==> config.mk <==
export PLATFORM = sky130hd
export DESIGN_NAME = ghb_delta_prefetcher_unit
export DESIGN_NICKNAME = d
export VERILOG_FILES = /design/src/hdl/ghb_pkg.sv /design/src/hdl/ghb_datapath.sv /design/src/hdl/ghb_ctrl.sv /design/src/hdl/ghb_delta_prefetcher_unit.sv
export SDC_FILE = /design/constraint.sdc
export NUM_CORES = 2
export LEC_CHECK = 0
export BUFFER_PORTS_ARGS = -buffer_cell sky130_fd_sc_hd__buf_2
export CELL_PAD_IN_SITES_DETAIL_PLACEMENT = 0
export CELL_PAD_IN_SITES_GLOBAL_PLACEMENT = 2
export CORE_MARGIN = 2
export CORE_UTILIZATION = 41
export CTS_CLUSTER_DIAMETER = 40
export DETAILED_ROUTE_END_ITERATION = 7
export GPL_ROUTABILITY_DRIVEN = 0
export PLACE_DENSITY = 0.69
export SYNTH_ARGS = -nofsm -noshare
export SYNTH_HDL_FRONTEND = slang
export SYNTH_SLANG_ARGS = --single-unit
==> constraint.sdc <==
create_clock -name clk -period 9.3 [get_ports clk]
set_input_delay 1.86 -clock clk [delete_from_list [all_inputs] [get_ports clk]]
set_output_delay 1.86 -clock clk [all_outputs]
set_load 0.005 [all_outputs]
==> src/hdl/ghb_pkg.sv <==
// Shared types and constants for the GHB delta prefetcher.
package ghb_pkg;
	localparam int HIST_DEPTH_DEF = 32;
	localparam int INDEX_DEPTH_DEF = 32;
	localparam int ADDR_BITS_DEF = 32;
	localparam int OUT_BITS = 32;
	localparam int CFG_BITS = 32;
	localparam int CFG_IDX_BITS = 3;
	localparam logic [3:0] MAX_OUT = 4'd8;

	// register indexes
	localparam logic [CFG_IDX_BITS-1:0] REG_BLOCK_BYTES = 3'd0;
	localparam logic [CFG_IDX_BITS-1:0] REG_MAX_ADDRESS = 3'd1;
	localparam logic [CFG_IDX_BITS-1:0] REG_SEQ_DEGREE = 3'd2;
	localparam logic [CFG_IDX_BITS-1:0] REG_CHAIN_WIDTH = 3'd3;
	localparam logic [CFG_IDX_BITS-1:0] REG_REPLAY_DEPTH = 3'd4;

	// controller to datapath
	typedef struct packed {
		logic capture;   // latch incoming address
		logic lookup;    // read old head address
		logic update;    // compute delta, sign and index slot
		logic commit;    // probe index table, write history and index table
		logic seq_init;
		logic seq_step;  // add one block, emit
		logic walk_init; // load base of current link
		logic cand_rd;   // read candidate entry
		logic replay;    // apply candidate delta to the running address
		logic emit_cur;  // load the running address into the output register
		logic out_take;  // output register drained
	} ghb_cmd_t;

	// datapath to controller
	typedef struct packed {
		logic link_on;
		logic seq_more;
		logic walk_more;  // another link may be followed
		logic cand_more;  // another candidate in this link
		logic replay_hit; // replay gives a result
	} ghb_stat_t;
endpackage

==> src/hdl/ghb_datapath.sv <==
// Datapath: history buffer, index table, address arithmetic.
module ghb_datapath import ghb_pkg::*; #(
	parameter int HIST_DEPTH = HIST_DEPTH_DEF,
	parameter int INDEX_DEPTH = INDEX_DEPTH_DEF,
	parameter int ADDR_BITS = ADDR_BITS_DEF
) (
	input  logic                 clk,
	input  logic                 arst_n,
	input  logic [31:0]          access_addr,
	input  logic [12:0]          block_bytes,
	input  logic [31:0]          max_address,
	input  logic [3:0]           seq_degree,
	input  logic [3:0]           chain_width,
	input  logic [3:0]           replay_depth,
	input  ghb_cmd_t             cmd,
	output ghb_stat_t            stat,
	output logic [OUT_BITS-1:0]  result_addr
);
	localparam int HB = $clog2(HIST_DEPTH);
	localparam int IB = $clog2(INDEX_DEPTH);
	localparam int AW = ADDR_BITS;

	// history and index storage
	logic [AW-1:0] hist_addr_mem [HIST_DEPTH];
	logic [HB-1:0] hist_link_mem [HIST_DEPTH];
	logic [HIST_DEPTH-1:0] hist_valid_q, hist_lon_q;
	logic [AW-1:0] idx_delta_mem [INDEX_DEPTH];
	logic          idx_sign_mem  [INDEX_DEPTH];
	logic [HB-1:0] idx_entry_mem [INDEX_DEPTH];
	logic [INDEX_DEPTH-1:0] idx_valid_q;
	logic [HB-1:0] head_q;
	logic          head_present_q;

	logic [AW-1:0] addr_q, old_q, delta_q, base_q, cur_q, ca_q;
	logic          sign_q, link_on_q, p_on_q;
	logic [HB-1:0] new_head_q, p_q, cand_q;
	logic [IB-1:0] slot_q;
	logic [3:0]    count_q, width_q, depth_q;
	logic [OUT_BITS-1:0] res_q;

	logic [AW-1:0] sum_seq, dl, new_cur;
	logic          dl_down, rep_ok;
	logic [3:0]    seq_lim, dep_lim;
	logic [HB-1:0] head_next, cand_next;
	logic [AW:0]   mx, cur_plus;

	assign seq_lim = (seq_degree > MAX_OUT) ? MAX_OUT : seq_degree;
	assign dep_lim = (replay_depth > MAX_OUT) ? MAX_OUT : replay_depth;
	assign head_next = (head_q == HB'(HIST_DEPTH - 1)) ? '0 : head_q + 1'b1;
	assign cand_next = (cand_q == HB'(HIST_DEPTH - 1)) ? '0 : cand_q + 1'b1;
	assign sum_seq = cur_q + AW'(block_bytes);

	// replay arithmetic on the registered candidate
	always_comb begin
		dl_down = base_q > ca_q;
		dl = dl_down ? base_q - ca_q : ca_q - base_q;
		mx = (AW+1)'(max_address);
		cur_plus = {1'b0, cur_q} + {1'b0, dl};
		if (dl_down) begin
			rep_ok = cur_q > dl;
			new_cur = cur_q - dl;
		end else begin
			rep_ok = ({1'b0, dl} < mx) && (cur_plus < mx);
			new_cur = cur_plus[AW-1:0];
		end
	end

	assign stat.link_on = link_on_q;
	assign stat.seq_more = count_q < seq_lim;
	assign stat.walk_more = p_on_q && (width_q < chain_width);
	assign stat.cand_more = (cand_q != head_q) && (depth_q < dep_lim);
	assign stat.replay_hit = rep_ok;
	assign result_addr = res_q;

	// control-like state with reset
	always_ff @(posedge clk or negedge arst_n) begin
		if (!arst_n) begin
			hist_valid_q <= '0;
			hist_lon_q <= '0;
			idx_valid_q <= '0;
			head_q <= '0;
			head_present_q <= 1'b0;
		end else if (cmd.commit) begin
			head_q <= new_head_q;
			head_present_q <= 1'b1;
			hist_valid_q[new_head_q] <= 1'b1;
			if (head_present_q) idx_valid_q[slot_q] <= 1'b1;
		end else if (cmd.seq_init) begin
			// record the link flag of the new head once it is known
			hist_lon_q[head_q] <= link_on_q;
		end
	end

	// storage writes and working registers
	always_ff @(posedge clk) begin
		if (cmd.capture) begin
			addr_q <= AW'(access_addr);
			new_head_q <= head_present_q ? head_next : '0;
		end
		if (cmd.lookup) old_q <= hist_addr_mem[head_q];
		if (cmd.update) begin
			sign_q <= !(old_q > addr_q);
			delta_q <= (old_q > addr_q) ? old_q - addr_q : addr_q - old_q;
			slot_q <= (old_q > addr_q) ? IB'((old_q - addr_q) % INDEX_DEPTH)
				: IB'((addr_q - old_q) % INDEX_DEPTH);
		end
		if (cmd.commit) begin
			// a link to the entry being replaced counts as none
			link_on_q <= head_present_q && idx_valid_q[slot_q]
				&& hist_valid_q[idx_entry_mem[slot_q]]
				&& (idx_entry_mem[slot_q] != new_head_q)
				&& idx_delta_mem[slot_q] == delta_q && idx_sign_mem[slot_q] == sign_q;
			p_q <= idx_entry_mem[slot_q];
			hist_addr_mem[new_head_q] <= addr_q;
			if (head_present_q) begin
				idx_delta_mem[slot_q] <= delta_q;
				idx_sign_mem[slot_q] <= sign_q;
				idx_entry_mem[slot_q] <= new_head_q;
			end
		end
		if (cmd.commit) begin
			hist_link_mem[new_head_q] <= (head_present_q && idx_valid_q[slot_q]
				&& hist_valid_q[idx_entry_mem[slot_q]]
				&& (idx_entry_mem[slot_q] != new_head_q)
				&& idx_delta_mem[slot_q] == delta_q && idx_sign_mem[slot_q] == sign_q)
				? idx_entry_mem[slot_q] : '0;
		end
		if (cmd.seq_init) begin
			cur_q <= addr_q;
			count_q <= '0;
			width_q <= '0;
			depth_q <= '0;
			p_on_q <= 1'b1;
		end
		if (cmd.seq_step) begin
			cur_q <= sum_seq;
			res_q <= OUT_BITS'(sum_seq);
			count_q <= count_q + 1'b1;
		end
		if (cmd.walk_init) begin
			base_q <= hist_addr_mem[p_q];
			cand_q <= (p_q == HB'(HIST_DEPTH - 1)) ? '0 : p_q + 1'b1;
			width_q <= width_q + 1'b1;
		end
		if (cmd.cand_rd) begin
			ca_q <= hist_addr_mem[cand_q];
			cand_q <= cand_next;
			depth_q <= depth_q + 1'b1;
			if (p_on_q) begin
				p_on_q <= hist_lon_q[p_q];
				p_q <= hist_link_mem[p_q];
			end
		end
		if (cmd.replay && rep_ok) cur_q <= new_cur;
		// hand the held replay address to the output register
		if (cmd.emit_cur) res_q <= OUT_BITS'(cur_q);
	end

	// the depth count stays within MAX_OUT after each candidate read
	property p_depth_cap;
		@(posedge clk) disable iff (!arst_n) cmd.cand_rd |=> depth_q <= MAX_OUT;
	endproperty
	a_depth_cap: assert property (p_depth_cap) else $error("replay depth overrun");

	property p_head_after_commit;
		@(posedge clk) disable iff (!arst_n) cmd.commit |=> head_present_q;
	endproperty
	a_head_after_commit: assert property (p_head_after_commit)
		else $error("head not present after commit");

	property p_valid_head;
		@(posedge clk) disable iff (!arst_n) $past(cmd.commit) |-> hist_valid_q[head_q];
	endproperty
	a_valid_head: assert property (p_valid_head) else $error("head entry not valid");
endmodule

==> src/hdl/ghb_ctrl.sv <==
// Controller state machine sequencing one miss through the datapath.
module ghb_ctrl import ghb_pkg::*; (
	input  logic      clk,
	input  logic      arst_n,
	input  logic      in_valid,
	input  logic      is_miss,
	output logic      in_ready,
	output logic      out_valid,
	input  logic      out_ready,
	output logic      out_last,
	input  ghb_stat_t stat,
	output ghb_cmd_t  cmd
);
	typedef enum logic [9:0] {
		S_IDLE   = 10'b0000000001,
		S_LOOKUP = 10'b0000000010,
		S_UPDATE = 10'b0000000100,
		S_COMMIT = 10'b0000001000,
		S_BRANCH = 10'b0000010000,
		S_SEQ    = 10'b0000100000,
		S_WALK   = 10'b0001000000,
		S_CAND   = 10'b0010000000,
		S_REPLAY = 10'b0100000000,
		S_EMIT   = 10'b1000000000
	} state_t;

	state_t state_q, state_d;
	logic   valid_q, valid_d, last_q, last_d, pend_q, pend_d, in_take, out_free;

	assign in_ready = (state_q == S_IDLE);
	assign in_take = in_valid && in_ready;
	assign out_valid = valid_q;
	assign out_last = last_q;
	assign out_free = !valid_q || out_ready;

	// next state and commands
	always_comb begin
		cmd = '0;
		state_d = state_q;
		valid_d = valid_q;
		last_d = last_q;
		pend_d = pend_q;
		if (valid_q && out_ready) valid_d = 1'b0;
		cmd.out_take = valid_q && out_ready;
		case (state_q)
			S_IDLE: begin
				if (in_take && is_miss) begin
					cmd.capture = 1'b1;
					state_d = S_LOOKUP;
				end
			end
			S_LOOKUP: begin
				cmd.lookup = 1'b1;
				state_d = S_UPDATE;
			end
			S_UPDATE: begin
				cmd.update = 1'b1;
				state_d = S_COMMIT;
			end
			S_COMMIT: begin
				cmd.commit = 1'b1;
				state_d = S_BRANCH;
			end
			S_BRANCH: begin
				cmd.seq_init = 1'b1;
				state_d = stat.link_on ? S_WALK : S_SEQ;
			end
			S_SEQ: begin
				// hold while the previous result waits
				if (!stat.seq_more) state_d = S_IDLE;
				else if (out_free) begin
					cmd.seq_step = 1'b1;
					state_d = S_EMIT;
				end
			end
			S_EMIT: begin
				// sequential result just loaded; decide whether it is final
				valid_d = 1'b1;
				last_d = !stat.seq_more;
				state_d = S_SEQ;
			end
			S_WALK: begin
				if (stat.walk_more) begin
					cmd.walk_init = 1'b1;
					state_d = S_CAND;
				end else if (!pend_q) begin
					state_d = S_IDLE;
				end else if (out_free) begin
					// release the held address as the final result
					cmd.emit_cur = 1'b1;
					valid_d = 1'b1;
					last_d = 1'b1;
					pend_d = 1'b0;
					state_d = S_IDLE;
				end
			end
			S_CAND: begin
				if (!stat.cand_more) state_d = S_WALK;
				else begin
					cmd.cand_rd = 1'b1;
					state_d = S_REPLAY;
				end
			end
			S_REPLAY: begin
				// hold each replayed address until the next one is known
				if (!stat.replay_hit) state_d = S_CAND;
				else if (!pend_q) begin
					cmd.replay = 1'b1;
					pend_d = 1'b1;
					state_d = S_CAND;
				end else if (out_free) begin
					cmd.emit_cur = 1'b1;
					cmd.replay = 1'b1;
					valid_d = 1'b1;
					last_d = 1'b0;
					state_d = S_CAND;
				end
			end
			default: state_d = S_IDLE;
		endcase
	end

	always_ff @(posedge clk or negedge arst_n) begin
		if (!arst_n) begin
			state_q <= S_IDLE;
			valid_q <= 1'b0;
			last_q <= 1'b0;
			pend_q <= 1'b0;
		end else begin
			state_q <= state_d;
			valid_q <= valid_d;
			last_q <= last_d;
			pend_q <= pend_d;
		end
	end

	property p_onehot;
		@(posedge clk) disable iff (!arst_n) $onehot(state_q);
	endproperty
	a_onehot: assert property (p_onehot) else $error("state not one-hot");

	property p_no_overwrite;
		@(posedge clk) disable iff (!arst_n)
			(cmd.seq_step || cmd.emit_cur) |-> (!valid_q || out_ready);
	endproperty
	a_no_overwrite: assert property (p_no_overwrite) else $error("result overwritten");

	property p_emit_valid;
		@(posedge clk) disable iff (!arst_n) state_q == S_EMIT |=> out_valid;
	endproperty
	a_emit_valid: assert property (p_emit_valid) else $error("emit without valid");

	property p_idle_no_pend;
		@(posedge clk) disable iff (!arst_n) state_q == S_IDLE |-> !pend_q;
	endproperty
	a_idle_no_pend: assert property (p_idle_no_pend) else $error("held result left behind");
endmodule

==> src/hdl/ghb_delta_prefetcher_unit.sv <==
// Top level of the GHB delta-correlation prefetcher.
//  channel  direction  handshake             payload
//  in       input      in_valid/in_ready     access_addr, is_miss
//  out      output     out_valid/out_ready   prefetch_addr, last
//  cfg      input      cfg_we                cfg_index, cfg_data
// A hit is only accepted. A miss is captured on its transfer, then passes history
// lookup, delta update, commit and a branch step, then the sequential prefetches,
// or per chain link a base load, a read and replay per candidate and a link close,
// and a last step that releases the held final replay result.
// Results leave through one output register; a stall holds the walk. Each replayed
// address is held back until the next is found, so last marks the true final one.
// arst_n clears control state, valid bits and configuration registers to reset values.
module ghb_delta_prefetcher_unit import ghb_pkg::*; #(
	parameter int HIST_DEPTH = HIST_DEPTH_DEF,
	parameter int INDEX_DEPTH = INDEX_DEPTH_DEF,
	parameter int ADDR_BITS = ADDR_BITS_DEF
) (
	input  logic                    clk,
	input  logic                    arst_n,
	input  logic                    in_valid,
	output logic                    in_ready,
	input  logic [31:0]             access_addr,
	input  logic                    is_miss,
	output logic                    out_valid,
	input  logic                    out_ready,
	output logic [31:0]             prefetch_addr,
	output logic                    last,
	input  logic                    cfg_we,
	input  logic [CFG_IDX_BITS-1:0] cfg_index,
	input  logic [CFG_BITS-1:0]     cfg_data
);
	logic [12:0] block_bytes_q;
	logic [31:0] max_address_q;
	logic [3:0]  seq_degree_q, chain_width_q, replay_depth_q;
	ghb_cmd_t    cmd;
	ghb_stat_t   stat;

	// configuration registers
	always_ff @(posedge clk or negedge arst_n) begin
		if (!arst_n) begin
			block_bytes_q <= 13'd64;
			max_address_q <= 32'd268435456;
			seq_degree_q <= 4'd3;
			chain_width_q <= 4'd3;
			replay_depth_q <= 4'd2;
		end else if (cfg_we) begin
			case (cfg_index)
				REG_BLOCK_BYTES: block_bytes_q <= cfg_data[12:0];
				REG_MAX_ADDRESS: max_address_q <= cfg_data[31:0];
				REG_SEQ_DEGREE: seq_degree_q <= cfg_data[3:0];
				REG_CHAIN_WIDTH: chain_width_q <= cfg_data[3:0];
				REG_REPLAY_DEPTH: replay_depth_q <= cfg_data[3:0];
				default: ;
			endcase
		end
	end

	ghb_ctrl u_ctrl (
		.clk(clk), .arst_n(arst_n), .in_valid(in_valid), .is_miss(is_miss),
		.in_ready(in_ready), .out_valid(out_valid), .out_ready(out_ready),
		.out_last(last), .stat(stat), .cmd(cmd)
	);

	ghb_datapath #(
		.HIST_DEPTH(HIST_DEPTH), .INDEX_DEPTH(INDEX_DEPTH), .ADDR_BITS(ADDR_BITS)
	) u_dp (
		.clk(clk), .arst_n(arst_n), .access_addr(access_addr),
		.block_bytes(block_bytes_q), .max_address(max_address_q),
		.seq_degree(seq_degree_q), .chain_width(chain_width_q),
		.replay_depth(replay_depth_q), .cmd(cmd), .stat(stat),
		.result_addr(prefetch_addr)
	);
endmodule

### After elaboration in Yosys (flattened, before gate mapping)

Memory sizes are Yosys's and may differ from the RTL's. A register that Yosys moved wholly into a read port is not among the register bits.
Cells that the tools add are included.

| word-level totals | value |
|---|---|
| register bits after elaboration | 335 |
| bits in writable memories | 2400 |
| bits of input ports | 73 |
| word-level logic and storage cells | 237 |
| memories kept | 5 |

Memories:

| memory | words | bits a word | read ports | clocked after Yosys merged registers in | wr ports | line | RTL |
|---|---|---|---|---|---|---|---|
| u_dp.hist_addr_mem | 32 | 32 | 3 | 3 | 1 | ghb_datapath.sv:24 | `logic [AW-1:0] hist_addr_mem [HIST_DEPTH];` |
| u_dp.idx_delta_mem | 32 | 32 | 1 | 1 | 1 | ghb_datapath.sv:27 | `logic [AW-1:0] idx_delta_mem [INDEX_DEPTH];` |
| u_dp.hist_link_mem | 32 | 5 | 1 | 1 | 1 | ghb_datapath.sv:25 | `logic [HB-1:0] hist_link_mem [HIST_DEPTH];` |
| u_dp.idx_entry_mem | 32 | 5 | 1 | 1 | 1 | ghb_datapath.sv:29 | `logic [HB-1:0] idx_entry_mem [INDEX_DEPTH];` |
| u_dp.idx_sign_mem | 32 | 1 | 1 | 1 | 1 | ghb_datapath.sv:28 | `logic idx_sign_mem [INDEX_DEPTH];` |

| cells by class | value |
|---|---|
| add/subtract/negate cells | 13 |
| $lt $le $gt $ge | 18 |
| eq/ne operators | 31 |
| multiplexer cells | 99 |
| bitwise logic cells | 4 |
| reductions and logical operators | 39 |

Operators by type and width:

| kind | number |
|---|---|
| two-way mux 32 bit | 8 |
| subtractor 32 bit | 5 |
| one-hot mux 10 bit (10 select lines) | 1 |
| > comparator 32 bit | 3 |
| two-way mux 10 bit | 9 |
| OR 32 bit | 2 |
| two-way mux 5 bit | 12 |
| two-way mux 1 bit | 48 |
| adder 32 x 32 -> 33 bit | 1 |
| < comparator 33 x 32 -> 1 bit | 1 |
| adder 32 x 13 -> 32 bit | 1 |
| bitwise mux 32 bit | 1 |
| == test 32 bit | 1 |
| < comparator 32 bit | 1 |
| < comparator 5 x 6 -> 1 bit, second input constant | 5 |
| two-way mux 4 bit | 6 |
| adder 5 x 1 -> 5 bit, second input constant | 3 |
| binary-select mux 1 bit (select 5 bit) | 3 |
| demux 1 bit (select 5 bit) | 3 |
| == test 5 bit, second input constant | 3 |
| greater-or-equal comparator 5 x 1 -> 1 bit, second input constant | 3 |
| logical AND 1 bit | 15 |
| AND reduction 2 bit | 7 |
| adder 4 x 1 -> 4 bit, second input constant | 3 |
| other kinds (36) | 59 |

### Longest topological paths before layout

| depth | value |
|---|---|
| depth in word-level cells | 10 |
| depth in mapped cells | 38 |
| gate-level depth less buffers | 35 |

### Hierarchy

From an unflattened synthesis, not the netlist that was laid out.

| second synthesis, totals | value |
|---|---|
| cells, all modules | 8470 |
| area, all modules | 138660.5 µm² |

By module, submodules not included:

| module | times used | cells an instance | area an instance (µm²) | sequential area each (µm²) |
|---|---|---|---|---|
| ghb_datapath | 1 | 8240 | 135488.7 | 82288.9 |
| ghb_delta_prefetcher_unit | 1 | 124 | 2190.9 | 1435.1 |
| ghb_ctrl | 1 | 106 | 980.9 | 326.6 |

### Least setup slack after synthesis

No wires, ideal clock.

| path | value |
|---|---|
| path type | flip-flop to flip-flop |
| start point | register u_dp.base_q[0] (read register of u_dp.hist_addr_mem) |
| end point | register u_dp.res_q[0] (netlist: u_dp.result_addr[0]) (enable) |
| setup time | 0.466 ns |
| arrival time | 9.515 ns |
| slack | -0.680 ns |
| cell stages (with the launch flop) | 38 |
| buffers on the path | 5 |
| period minus slack after synthesis | 9.980 ns |
| path through | edfxtp_1 inv_1 ha_1 inv_1 fa_1 nand3_1 a21oi_1 nor3_1 o221ai_1 o21ai_1 clkbuf_1 buf_2 buf_1 a31oi_1 xnor2_1 ha_1 clkbuf_1 and4_1 [... 2 more ...] a21oi_1 o21ai_0 a211oi_1 nor3_1 nand2b_1 a21oi_1 xnor2_1 ha_1 nor3_1 nand2_1 a211oi_1 o21ai_0 a2111oi_0 nand4_1 o31ai_2 a21oi_2 buf_2 o21ai_0 |

| on the way | value |
|---|---|
| cells in the longest elaborated chain, start to end | 9 |
| elaborated cells on any way between the ends | 13 |
| classes of those cells | add/sub (3); order compare (4); mux (4); reduce/logical (2) |

RTL lines:

| element | line | RTL |
|---|---|---|
| from (decl) | ghb_datapath.sv:34 | `logic [AW-1:0] addr_q, old_q, delta_q, base_q, cur_q, ca_q;` |
| subtractor 32 bit or > comparator 32 bit (tied branches) | ghb_datapath.sv:56, ghb_datapath.sv:55 |  |
| two-way mux 32 bit | ghb_datapath.sv:56 | `dl = dl_down ? base_q - ca_q : ca_q - base_q;` |
| adder 32 x 32 -> 33 bit | ghb_datapath.sv:58 | `cur_plus = {1'b0, cur_q} + {1'b0, dl};` |
| < comparator 33 x 32 -> 1 bit | ghb_datapath.sv:63 | `rep_ok = ({1'b0, dl} < mx) && (cur_plus < mx);` |
| logical AND 1 bit | ghb_datapath.sv:63 |  |
| two-way mux 1 bit * | ghb_datapath.sv:59 | `if (dl_down) begin` |
| two-way mux 2 bit * | ghb_ctrl.sv:106 | `if (!stat.replay_hit) state_d = S_CAND;` |
| one-hot mux 1 bit (2 select lines) * | ghb_ctrl.sv:45 | `case (state_q)` |
| nonzero test 2 bit (no line) * | -- |  |
| to (signal assigned) | ghb_datapath.sv:137 | `res_q <= OUT_BITS'(sum_seq);` |
| to (signal assigned) | ghb_datapath.sv:156 | `if (cmd.emit_cur) res_q <= OUT_BITS'(cur_q);` |
| to (decl) | ghb_datapath.sv:39 | `logic [OUT_BITS-1:0] res_q;` |

Every way passes the cells marked *; elsewhere a longest branch is shown, timed or not.
A chain may end at the register's enable or synchronous reset.

### Worst setup path in the final report

| path | value |
|---|---|
| start point | register u_dp.base_q[22] (read register of u_dp.hist_addr_mem) |
| end point | register u_dp.res_q[11] (netlist: u_dp.result_addr[11]), data pin |

| on the way | value |
|---|---|
| cells in the longest elaborated chain, start to end | 9 |
| elaborated cells on any way between the ends | 13 |
| classes of those cells | add/sub (3); order compare (4); mux (5); reduce/logical (1) |

RTL lines:

| element | line |
|---|---|
| subtractor 32 bit or > comparator 32 bit (tied branches) | ghb_datapath.sv:56, ghb_datapath.sv:55 |
| two-way mux 32 bit | ghb_datapath.sv:56 |
| adder 32 x 32 -> 33 bit | ghb_datapath.sv:58 |
| < comparator 33 x 32 -> 1 bit | ghb_datapath.sv:63 |
| logical AND 1 bit | ghb_datapath.sv:63 |
| two-way mux 1 bit * | ghb_datapath.sv:59 |
| two-way mux 2 bit * | ghb_ctrl.sv:106 |
| one-hot mux 1 bit (2 select lines) * | ghb_ctrl.sv:45 |
| two-way mux 32 bit * | ghb_datapath.sv:156 |

Marks and branches as above.

==> key figures <==
Run status
  – Status: finished, final reports clean

Routing
  – Antenna Nets Post-Route: 0
  – Wirelength per Cell: 34.7 µm
  – Via count: 84700
  – DRT iter0 DRCs: between 10000 and 15000
  – Post-Route WL: 464000 µm
  – Vias/cell: between 6 and 7
  – Residual DRC: 0
  – DRT Pass-1 Iters: 7

Floorplanning
  – Die Span X: between 500 and 600 µm
  – IO Pins: 108
  – Die H: between 500 and 600 µm
  – Site Rows: between 200 and 250
  – Starting Density: 0.412
  – DIE AREA: 340000 µm²
  – Area of the core: around 330000 µm²

GRT
  – Largest net degree at the start of global routing: roughly 110
  – First-pass GRT wire length: 647000 µm
  – Initial antenna violation count: 49
  – Final global-route overflow total: 0
  – Vias in the first global route: 85000
  – Overall Global Routing Usage: 0.269

Timing
  – RSZ-0062 raised after global routing: no
  – Tmin final: just under 9 ns
  – Worst Setup Slack, final: 0.548 ns
  – Final Hold Violating Endpoints: 0
  – Layout Skew: roughly 0.075 ns
  – Tcrit/Tclk final: 0.941
  – Slew Limit Fails: 0
  – Final setup TNS: 0 ns
  – Setup violators final: 0
  – Worst rel slew slack: 0.0381
  – Slew @ Worst Pin: 1.43 ns
  – Fmax achieved: 0.114 GHz
  – Worst hold slack: about 0.46 ns

Setup path
  – CP bufs+invs: 5
  – Worst Setup End Kind: flop
  – Crit path kind: reg2reg
  – Critical path data arrival time: roughly 9.4 ns
  – Critical path launch point type: flop
  – Slowest cell on the critical path: ha_1
  – Required @ worst endpoint: slightly below 10 ns
  – Largest fanout on the critical path: 13
  – Top cell by count, worst path: buf_4
  – CP max stage delay: between 0.4 and 0.5 ns
  – Cell family with the largest share of critical-path delay: simple AND/OR/NAND/NOR gates

Yosys
  – Top cells by area, synth: edfxtp_1 58%, mux4_2 18%, dfrtp_1 3.0%, mux2i_1 2.7%, ha_1 2.7%
  – Area of the mapped netlist: 137000 µm²
  – Share of the synthesized area in the top cell type: 0.579
  – Syn_area_per_cell: 16.6 µm²
  – Ys flop type: edfxtp_1
  – Register bit total from synthesis: roughly 2800
  – Post-synth cell types: a little over 90
  – Async S/R FF share, synth: 0.0608
  – EDFF count, synth: ~2600
  – Leading area contributor after synthesis: edfxtp_1
  – Number of synthesis warnings: 0
  – Sequential area share after synthesis: 0.612
  – Syn Nets: between 8000 and 9000
  – Syn Inst Count: ~8300

Power and ir drop
  – Peak VDD IR: ~0.19 mV
  – Leakage: 53.1 nW
  – Power Total: between 30 and 40 mW
  – Power per Cell Area: 237 nW/µm²

Placed design
  – Pre-CTS setup slack: -0.212 ns
  – Placed inst area: between 100000 and 150000 µm²
  – Dpl hpwl: about 270000 µm
  – Port bufs: about 110
  – Cells after DPL: ~13000

Cells and area
  – P&R area growth vs syn: 15.8%
  – Nets@finish: slightly below 9000
  – Final Cell Area: around 160000 µm²
  – Final core occ: 0.477
  – Fillers: 28000
  – Layout cells sized above 1: 0.288
  – Cell Count, Final, Fillers Out: approximately 13000

Flow run
  – Max cap viols: 0

Clock tree
  – TritonCTS Buffers: approximately 430
  – Hold-fix buffers, CTS: 0
  – CTS sink count: roughly 2800
  – CTS root buf: clkbuf_16
  – Clock latency on the worst-skew pair: 0.98 ns
  – Reg clk slew, reported paths: ~0.05 ns
  – CTS tree: yes
  – Max Root-Sink Buffers: 4
  – H-tree depth: 5

Hold path
  – Min-delay worst type: reg2reg
## timing repair
item / CTS / global route
setup endpoints to repair: 122 / 128
resized for setup: 2 / 10
pin swaps: 0 / 1
buffers inserted: 0 / 1
## final timing paths
| path | start | endpoint | slack [ns] | cells after the start |
|---|---|---|---|---|
| max | u_dp.base_q[22] | u_dp.result_addr[11] | 0.55 | 35 |
| min | u_dp.hist_valid_q[19] | u_dp.hist_valid_q[19] | 0.46 | 1 |
| max reg2reg | u_dp.base_q[22] | u_dp.result_addr[11] | 0.55 | 35 |
| min reg2reg | u_dp.hist_valid_q[19] | u_dp.hist_valid_q[19] | 0.46 | 1 |
| max in group asynchronous | arst_n | u_dp.hist_valid_q[30] | 6.98 | 2 |
| min in group asynchronous | arst_n | seq_degree_q[2] | 0.88 | 1 |
## registers in the layout, indices dropped and copies added, names as in the netlist, 160 cells and up, named ones only
register / flops
u_dp.idx_delta_mem: 1024
u_dp.idx_entry_mem: 160
u_dp.hist_link_mem: 160
u_dp.hist_addr_mem: 1024
## cell type report
class	instances	area [µm²]	area share
clock inverter	315	3400	0.0214
timing repair buffer	375	2860	0.0180
antenna	12	30.0	0.000189
inverter	296	1110	0.00699
multi-input combinational	4635	50600	0.318
tap	4387	5490	0.0345
clock buffer	495	11300	0.0714
sequential	2831	84100	0.529
## cells in the final DEF (no fill, tap or decap), types with 38 or more instances in the layout
cell and instances:
edfxtp_1 2648, mux4_2 1079, clkbuf_16 442, mux2i_1 370, a21oi_1 359, nand2_1 355, ha_1 293, inv_1 289
o21ai_0 270, buf_4 243, nor2_1 237, mux2_2 184, dfrtp_1 162, xnor2_1 139, a22oi_1 135, buf_2 106
o221ai_1 99, o22ai_1 88, nand4_1 83, xor2_1 78, or2_2 73, nor2_4 68, a21o_1 65, clkinv_2 62
clkinvlp_4 60, nor3_1 52, nor2b_1 52, nand3_1 48, clkinv_1 48, o21bai_1 47, inv_6 47, a211oi_1 45
clkbuf_1 44, bufinv_16 43, o211ai_1 38
## routing by layer
metal / global-route usage / vias to the layer above / share of wire
met2: 0.415 / 4527 / 0.45
met5: 0 / - / 0.00024
met4: 0.0889 / 14 / 0.035
met3: 0.0524 / 868 / 0.093
met1: 0.384 / 44800 / 0.42
li1: - / 34400 / -
## cells in the mapped netlist (all sizes together) (9+ instances only)
master	instances
o211ai	38
nor4	18
o22ai	88
a21o	65
buf	208
ha	294
mux2i	371
a21oi	362
xor2	81
mux4	1079
a22oi	135
nand2	358
or3	16
a221oi	11
nor2b	55
xnor2	140
or2	74
dfrtp	164
o21ai	294
nand3b	13
o31ai	18
nor3	53
mux2	201
a21boi	9
nand3	48
clkbuf	312
edfxtp	2648
nor2	306
nand2b	39
o21bai	47
and3	18
o21a	20
a2111oi	15
dfxtp	11
a31oi	23
a211oi	47
o221ai	99
nand4	83
inv	294
and2	14
## worst register-to-register path: cells and delay by family, from the launching register on
| kind | cells | cell delay, ns |
|---|---|---|
| AOI/OAI and AO/OA | 10 | 2.21 |
| xor gates and xnor gates | 2 | 0.35 |
| adders and majority gates | 3 | 1.12 |
| buffers and inverters | 5 | 0.96 |
| DFF | 1 | 0.40 |
| muxes | 1 | 0.34 |
| and+or+nand+nor | 14 | 3.08 |
## report_power, final
part / leakage [nW] / switching, mW / internal [mW]
clock: 7.05 / 6.31 / 10.1
sequential: 26.6 / 0.352 / 14.3
combinational: 19.4 / 4.27 / 2.43
total: 53.1 / 10.9 / 26.7
## cells by family (layout without fill, tap and decap cells)
family | count (synthesis) | in the layout | share of synthesized area
xor+xnor | 221 | 221 | 0.0141
flops | 2831 | 2831 | 0.612
buf+inv | 816 | 1481 | 0.0241
simple gates | 1134 | 1134 | 0.0396
compound gates | 1328 | 1328 | 0.0616
other cells | 0 | 12 | 0
fa+ha+maj | 301 | 301 | 0.0278
mux | 1651 | 1651 | 0.221
(Power assumes the default switching activity.)
